--- src/sv/gwm_pkg.sv ---
`timescale 1ns / 1ps

package gwm_pkg;

   localparam logic [1:0] OP_CLEAR  = 2'd0;
   localparam logic [1:0] OP_APPEND = 2'd1;
   localparam logic [1:0] OP_TEXT   = 2'd2;
   localparam logic [1:0] OP_END    = 2'd3;

   localparam logic [7:0] CH_STAR  = 8'h2A;
   localparam logic [7:0] CH_QUEST = 8'h3F;
   localparam logic [7:0] CH_UPPER_A = 8'h41;
   localparam logic [7:0] CH_UPPER_Z = 8'h5A;
   localparam logic [7:0] CASE_OFFSET = 8'h20;

   typedef struct packed {
      logic [1:0] opcode;
      logic [7:0] char_in;
   } req_type;

   typedef struct packed {
      logic matched;
      logic overflow;
   } rsp_type;

   typedef struct packed {
      logic       rearm;
      logic       step;
      logic       wr;
      logic [7:0] ch;
   } gwm_ctl_type;

   function automatic logic [7:0] fold_char(input logic [7:0] c);
      if (c >= CH_UPPER_A && c <= CH_UPPER_Z) begin
         return c + CASE_OFFSET;
      end
      return c;
   endfunction

endpackage

--- src/sv/gwm_closure.sv ---
`timescale 1ns / 1ps

module gwm_closure #(
   parameter int N = 65
) (
   input  logic [N-1:0] gen,
   input  logic [N-1:0] prop,
   output logic [N-1:0] closed
);

   logic [N-1:0] open_bits;
   logic [N-1:0] sum;

   // carry from each active position ripples through the following star run
   assign open_bits = prop & ~gen;
   assign sum       = open_bits + (gen << 1);
   assign closed    = gen | (open_bits & ~sum);

endmodule

--- src/sv/gwm_cell.sv ---
`timescale 1ns / 1ps

module gwm_cell #(
   parameter int IDX   = 0,
   parameter int LEN_W = 7
) (
   input  logic               clock,
   input  logic               reset,
   input  gwm_pkg::gwm_ctl_type ctl,
   input  logic [LEN_W-1:0]   len,
   input  logic               closed,
   input  logic               adv_in,
   output logic               adv_out,
   output logic               star_out,
   output logic               raw_out,
   output logic               end_hit
);

   import gwm_pkg::*;

   localparam logic [LEN_W-1:0] MY_POS = LEN_W'(IDX);
   localparam logic             RAW_RESET = (IDX == 0);

   logic [7:0] char_ff;
   logic       raw_ff;
   logic       raw_in;
   logic       in_pattern;
   logic       is_star;
   logic       is_quest;
   logic       hit;

   assign in_pattern = MY_POS < len;
   assign is_star    = in_pattern && (char_ff == CH_STAR);
   assign is_quest   = in_pattern && (char_ff == CH_QUEST);
   assign hit        = in_pattern && !is_star && (is_quest || (char_ff == ctl.ch));

   assign adv_out  = closed & hit;
   assign star_out = is_star;
   assign raw_out  = raw_ff;
   assign end_hit  = closed & (len == MY_POS);

   always_comb begin
      raw_in = raw_ff;
      if (ctl.rearm) begin
         raw_in = RAW_RESET;
      end else if (ctl.step) begin
         raw_in = (closed & is_star) | adv_in;
      end
   end

   always_ff @(posedge clock) begin
      if (reset) begin
         raw_ff <= RAW_RESET;
      end else begin
         raw_ff <= raw_in;
      end
   end

   always_ff @(posedge clock) begin
      if (ctl.wr && (len == MY_POS)) begin
         char_ff <= ctl.ch;
      end
   end

endmodule

--- src/sv/glob_wildcard_matcher.sv ---
`timescale 1ns / 1ps

// Case-insensitive glob matcher ('*' any run, '?' one byte, A-Z folded).
// Send a clear item, then one append item per pattern byte (bytes past
// PAT_LEN are dropped and reported as overflow), then text bytes and an
// end-of-text item, which returns one result item with matched and overflow
// and rearms the matcher for the next text. A new item can be accepted on
// every clock unless both entries of the two-entry output buffer are full;
// each pattern position is a cell that holds its byte and active bit and
// passes an advance bit to the next cell, and closure across runs of stars
// is done in one carry chain of PAT_LEN+1 bits, which sets the cycle time.
// The result is registered and valid the cycle after the end-of-text item
// if the output entry is free or taken, else it waits in the second entry.
module glob_wildcard_matcher #(
   parameter int PAT_LEN = 64
) (
   input  logic             clock,
   input  logic             reset,
   input  logic             req_valid,
   output logic             req_ready,
   input  gwm_pkg::req_type req_data,
   output logic             rsp_valid,
   input  logic             rsp_ready,
   output gwm_pkg::rsp_type rsp_data
);

   import gwm_pkg::*;

   localparam int LEN_W = $clog2(PAT_LEN + 1);
   localparam logic [LEN_W-1:0] LEN_MAX = LEN_W'(PAT_LEN);

   logic             req_fire;
   gwm_ctl_type      ctl;
   logic [LEN_W-1:0] len_ff, len_in;
   logic             ovf_ff, ovf_in;
   logic             raw_top_ff, raw_top_in;
   logic [PAT_LEN:0] raw;
   logic [PAT_LEN:0] prop;
   logic [PAT_LEN:0] closed;
   logic [PAT_LEN:0] adv;
   logic [PAT_LEN:0] end_hit;
   logic             push;
   logic             pop;
   rsp_type          new_rsp;
   rsp_type          out_ff, out_in;
   rsp_type          skid_ff, skid_in;
   logic             out_v_ff, out_v_in;
   logic             skid_v_ff, skid_v_in;

   assign req_ready = !skid_v_ff;
   assign req_fire  = req_valid && req_ready;

   always_comb begin
      ctl.rearm = req_fire && (req_data.opcode == OP_CLEAR || req_data.opcode == OP_APPEND
                               || req_data.opcode == OP_END);
      ctl.step  = req_fire && (req_data.opcode == OP_TEXT);
      ctl.wr    = req_fire && (req_data.opcode == OP_APPEND) && (len_ff < LEN_MAX);
      ctl.ch    = fold_char(req_data.char_in);
   end

   assign adv[0]  = 1'b0;
   assign prop[0] = 1'b0;

   for (genvar i = 0; i < PAT_LEN; i++) begin : g_cell
      gwm_cell #(
         .IDX   (i),
         .LEN_W (LEN_W)
      ) u_cell (
         .clock    (clock),
         .reset    (reset),
         .ctl      (ctl),
         .len      (len_ff),
         .closed   (closed[i]),
         .adv_in   (adv[i]),
         .adv_out  (adv[i+1]),
         .star_out (prop[i+1]),
         .raw_out  (raw[i]),
         .end_hit  (end_hit[i])
      );
   end

   assign raw[PAT_LEN]     = raw_top_ff;
   assign end_hit[PAT_LEN] = closed[PAT_LEN] & (len_ff == LEN_MAX);

   gwm_closure #(
      .N (PAT_LEN + 1)
   ) u_closure (
      .gen    (raw),
      .prop   (prop),
      .closed (closed)
   );

   always_comb begin
      len_in     = len_ff;
      ovf_in     = ovf_ff;
      raw_top_in = raw_top_ff;
      if (ctl.rearm) begin
         raw_top_in = 1'b0;
      end else if (ctl.step) begin
         raw_top_in = adv[PAT_LEN];
      end
      if (req_fire) begin
         unique case (req_data.opcode)
            OP_CLEAR: begin
               len_in = '0;
               ovf_in = 1'b0;
            end
            OP_APPEND: begin
               if (len_ff < LEN_MAX) begin
                  len_in = len_ff + LEN_W'(1);
               end else begin
                  ovf_in = 1'b1;
               end
            end
            default: begin
            end
         endcase
      end
   end

   assign push             = req_fire && (req_data.opcode == OP_END);
   assign pop              = out_v_ff && rsp_ready;
   assign new_rsp.matched  = |end_hit;
   assign new_rsp.overflow = ovf_ff;

   always_comb begin
      out_in    = out_ff;
      out_v_in  = out_v_ff;
      skid_in   = skid_ff;
      skid_v_in = skid_v_ff;
      if (skid_v_ff) begin
         if (pop) begin
            out_in    = skid_ff;
            skid_v_in = 1'b0;
         end
      end else if (push) begin
         if (!out_v_ff || pop) begin
            out_in   = new_rsp;
            out_v_in = 1'b1;
         end else begin
            skid_in   = new_rsp;
            skid_v_in = 1'b1;
         end
      end else if (pop) begin
         out_v_in = 1'b0;
      end
   end

   always_ff @(posedge clock) begin
      if (reset) begin
         len_ff     <= '0;
         ovf_ff     <= 1'b0;
         raw_top_ff <= 1'b0;
         out_v_ff   <= 1'b0;
         skid_v_ff  <= 1'b0;
      end else begin
         len_ff     <= len_in;
         ovf_ff     <= ovf_in;
         raw_top_ff <= raw_top_in;
         out_v_ff   <= out_v_in;
         skid_v_ff  <= skid_v_in;
      end
   end

   always_ff @(posedge clock) begin
      out_ff  <= out_in;
      skid_ff <= skid_in;
   end

   assign rsp_valid = out_v_ff;
   assign rsp_data  = out_ff;

`ifndef SYNTHESIS
   a_skid_behind_out: assert property (@(posedge clock) disable iff (reset)
      skid_v_ff |-> out_v_ff)
      else $error("skid entry held without output entry");

   a_len_in_range: assert property (@(posedge clock) disable iff (reset)
      len_ff <= LEN_MAX)
      else $error("pattern length past capacity");

   a_clear_rearms: assert property (@(posedge clock) disable iff (reset)
      req_fire && (req_data.opcode == OP_CLEAR) |=>
         (raw == {{PAT_LEN{1'b0}}, 1'b1}) && !ovf_ff)
      else $error("clear did not rearm matcher");
`endif

endmodule

--- config.mk ---
export PLATFORM = sky130hd
export DESIGN_NAME = glob_wildcard_matcher
export DESIGN_NICKNAME = d
export VERILOG_FILES = /design/src/sv/gwm_pkg.sv /design/src/sv/gwm_closure.sv /design/src/sv/gwm_cell.sv /design/src/sv/glob_wildcard_matcher.sv
export SDC_FILE = /design/constraint.sdc
export NUM_CORES = 1
export LEC_CHECK = 0
export BUFFER_PORTS_ARGS = -buffer_cell sky130_fd_sc_hd__buf_2
export CORE_ASPECT_RATIO = 0.9
export CORE_MARGIN = 2
export CORE_UTILIZATION = 50
export CTS_CLUSTER_SIZE = 8
export DETAILED_ROUTE_END_ITERATION = 10
export PLACE_DENSITY = 0.65
export SYNTH_ARGS = -nofsm -noshare
export SYNTH_HDL_FRONTEND = slang
export SYNTH_SLANG_ARGS = --single-unit
--- constraint.sdc ---
create_clock -name clock -period 5.55 [get_ports clock]
set_input_delay 0.555 -clock clock [delete_from_list [all_inputs] [get_ports clock]]
set_output_delay 0.555 -clock clock [all_outputs]
set_load 0.02 [all_outputs]
[Yosys cells after proc, flatten, opt, wreduce, memory -nomap -nowiden]
Index checks and enable logic that the tools add are counted.
Widths: inputs -> output; s select.
Cells by class
  equal/unequal tests: 263
  reductions and logical operators: 474
  bitwise logic cells: 263
  order comparisons: 67
  muxes and demuxes: 18
  add/sub/neg operators: 3
Operators by type and width (count)
  $eq 8x6->1 const B: 128
  $eq 8x8->1: 64
  $logic_and 1x1->1: 328
  $eq 7x6->1 const B: 32
  $lt 6x7->1 const A: 32
  $and 1x1->1: 193
  $and 65x65->65: 2
  $not 65->65: 2
  $eq 7x5->1 const B: 16
  $lt 5x7->1 const A: 16
  $logic_or 1x1->1: 67
  $logic_not 1->1: 66
  $add 65x65->65: 1
  $or 65x65->65: 1
  $reduce_or 65->1: 1
  $or 1x1->1: 63
  $eq 7x4->1 const B: 8
  $lt 4x7->1 const A: 8
  $eq 7x3->1 const B: 4
  $lt 3x7->1 const A: 4
  $mux 8: 2
  $reduce_and 3->1: 5
  $eq 7x2->1 const B: 2
  $lt 1x7->1 const A: 2
  22 further kinds: 41
Word-level totals
  flip-flop bits (word level): 591
  output and inout bits: 4
  input port bits: 14
  logic and storage cells: 1225

[Longest topological paths before layout]
  word-level depth: 12
  depth in mapped cells: 23

[Least setup slack after synthesis]
Ideal clock, no wire load.
  path kind: register to register
  start: reg g_cell[42].u_cell.char_ff[7]
  end: reg out_ff (netlist bit rsp_data[1]) (data pin)
  setup time: 0.281 ns
  setup slack: 0.573 ns
  data required time: 5.269 ns
  cell stages (with the launch flop): 18
  path buffers: 1
  arrival: 4.696 ns
  path through: edfxtp_1 > nor2_1 > or4b_2 > a2111oi_0 > nor2b_1 > ha_1 > clkbuf_1 > nand3_1 > nor2_1 > nand2_1 > or4_1 > a211o_1 > o211ai_2 > xor2_1 > nor4_1 > or4b_1 > nor3_2 > a41oi_1
RTL lines
  start, declared: line gwm_cell.sv:24  | logic [7:0] char_ff;
  start signal, assigned: line gwm_cell.sv:61  | char_ff <= ctl.ch;
  end signal, assigned: line glob_wildcard_matcher.sv:166  | out_ff <= out_in;
  end, declared: line glob_wildcard_matcher.sv:45  | rsp_type out_ff, out_in;

==> reports/qor.txt <==
Status: completed
CP Launch Type: flop
FF+latch count, synth: 591
Clock slew at reported path FFs: 0.06 ns
Via count: 32700
Drt first pass iters: 6
Period utilization: 99.8%
Post-synth top area share: 43.2%
Fin. Hold Viols: 0
WP data required: 5.93 ns
CTS tree: built
P&R area growth vs syn: 22.5%
Initial antenna violation count: 2
Setup TNS Final: 0 ns
Post-DP HPWL: 115 mm
Total power: 10800 uW
Netlist Area Pre-Place: 0.0359 mm2
Min-delay src: rsp_ready
CP endpoint kind: flop
Clock period minus worst slack: 5.54 ns
Pwr dens: 245 mW/mm2
Dominant cells by area after synthesis: edfxtp_1 43%, xnor2_1 7.3%, xor2_1 6.6%
Site Rows: 93
Seq/Total Area, Yosys: 47.4%
Final wirelength: 150 mm
Die height: 258 um
GRT Total Usage: 39.9%
Nets: 4187
R2R Path Start: len_ff[5]$_SDFFE_PP0P_
CP arrival: 5.92 ns
Layout Utilization: 61.6%
Num CTS Buffers: 85
Pre-CTS WS: -0.209 ns
Slew Viols, Final: 0
Die area: 0.0739 mm2
Post-route ant nets: 0
Ys async rst share: 0%
Worst skew pair latency: 0.68 ns
Worst Setup Path Type: flop to flop
Synth warnings: 0
Fmax: 181 MHz
DRC Markers: 0
Vias in the first global route: 30700
Via density: 6.37
Congestion Overflow GR: 0
Static Leakage: 0.0154 uW
Worst Tran Pin Value: 1.32 ns
Post-synth top flop: edfxtp_1
Clock root cell: clkbuf_16
Most common cell in the netlist: edfxtp_1
Placed Area: 0.0410 mm2
Synth area leader: edfxtp_1
Max cap viols: 0
Crit. Startpoint: len_ff[5]$_SDFFE_PP0P_
CP Max Fanout: 8
First-pass GRT wire length: 213 mm
Design area: 0.0440 mm2
I/O pins: 18
Post-synth EDFFs: 516
Most frequent cells after synthesis: 516 x edfxtp_1, 330 x nor2_1, 298 x xnor2_1
H-tree Lvls: 3
Final Setup Violations: 0
Die Width: 286 um
Gate count of the mapped netlist: 3590
RD Place Congestion: 1.10
I/O Buffers: 17
Final Worst Setup Slack: 0.0118 ns
Worst vdd ir: 0.448 mV
Fraction of layout cells with a size suffix above 1: 19.9%
Clock Tree Buf Depth: 3
Drt wl/cell: 29.3 um
Clk_skew: 0.0552 ns
Hold WC Path Type: primary input to flop
Slew margin rel.: 11.1%
Starting Density: 50.3%
Largest net degree at the start of global routing: 74
Clock Sinks: 591
Syn_area_per_cell: 9.99 um2
Synth unique cells: 100
Core area: 0.0713 mm2
DR iter-0 viols: 4515
Mapped Nets: 3672
[final cells by class]
type / instances / area, um2
diodes: 3 / 7.51
clock buffers: 149 / 2400
clock inverters: 11 / 194
fillers: 6004 / 27400
inverters: 34 / 128
multi-input cells: 2796 / 18400
flip-flops and latches: 591 / 17000
well taps: 950 / 1190
repair buffers: 597 / 4650
[worst max-delay path, cell delays in order (launching register included)]
cell,delay [ns]
dfxtp_1,0.40
buf_4,0.22
or3b_2,0.58
o31ai_1,0.26
buf_4,0.20
or3_1,0.16
nor2_1,0.06
ha_2,0.35
nand4_1,0.17
buf_4,0.15
o22ai_1,0.09
a221o_1,0.41
a21oi_1,0.30
o21a_1,0.16
o21ai_1,0.09
buf_4,0.16
buf_4,0.14
a211oi_1,0.23
a21oi_1,0.19
a21oi_1,0.20
nand4_1,0.22
a2111oi_4,0.35
a41oi_1,0.16
[state kept, by name, summed over array words and instances (netlist names)]
register               flops
ovf_ff                     1
rsp_valid                  1
g_cell.u_cell.char_ff    512
g_cell.u_cell.raw_out     64
rsp_data                   2
raw_top_ff                 1
skid_v_ff                  1
len_ff                     7
skid_ff                    2
[metal layers]
| layer | track usage, % | share of wire (%) | vias to the layer above |
|---|---|---|---|
| met2 | 58.5 | 42 | 1802 |
| met4 | 14.0 | 4.1 | 2 |
| li1 | - | - | 14500 |
| met1 | 58.9 | 44 | 16000 |
| met5 | 0 | 0.0067 | - |
| met3 | 7.48 | 10 | 311 |
[stage by stage]
step / cells / hold WS, ns
final: 5131 / 0.141
after detailed placement: 4965 / 0.477
after CTS: 5125 / 0.113
after global routing: 5128 / 0.158
after floorplan: 3590 / 0.427
after global placement: 4965 / 0.479
[placed cells by master, fill, tap and decap left out, drive strengths merged, types with 26 or more instances in the layout]
cell | Yosys | final
clkbuf | 94 | 149
xnor2 | 298 | 298
a21oi | 229 | 229
nor3 | 166 | 166
dfxtp | 75 | 75
nor4 | 91 | 91
ha | 67 | 67
inv | 34 | 35
nand2 | 244 | 244
o21ai | 178 | 178
nand4 | 149 | 149
nand2b | 38 | 38
a31oi | 39 | 39
xor2 | 271 | 271
or3 | 84 | 84
a21o | 36 | 36
edfxtp | 516 | 516
nor2 | 332 | 332
nand3 | 136 | 136
o21bai | 30 | 30
or4 | 26 | 26
nor2b | 28 | 28
buf | 75 | 597
[kinds of logic (layout without fill, tap and decap cells)]
family | after synthesis | count (layout) | synth area share [%]
other cells | 0 | 3 | 0
buf+inv | 203 | 791 | 2.36
flops | 591 | 591 | 47.4
simple gates | 1416 | 1416 | 20.4
fa+ha+maj | 68 | 68 | 2.39
compound gates | 737 | 737 | 13.4
xor+xnor | 569 | 569 | 13.9
mux | 6 | 6 | 0.171
[power breakdown]
part	switching, uW	internal (uW)	leakage [uW]
Clock	2030	2940	0.00122
Sequential	69.4	4870	0.00527
Combinational	559	313	0.00889
Total	2660	8130	0.0154
[timing repair]
item,CTS,global route
resized for setup,11,67
endpoints found under the setup margin,2,3
pin swaps,0,9
setup buffers,0,3
hold buffers,0,0
[worst paths after layout]
path | to | cells past startpoint | slack, ns
setup reg to reg | rsp_data[1]$_DFFE_PP_ | 22 | 0.01
setup / recovery | rsp_data[1]$_DFFE_PP_ | 22 | 0.01
hold reg to reg | skid_ff[0]$_DFFE_PP_ | 0 | 0.49
hold / removal | skid_v_ff$_SDFF_PP0_ | 2 | 0.14
No activity file was read; power rests on OpenSTA's default activity.
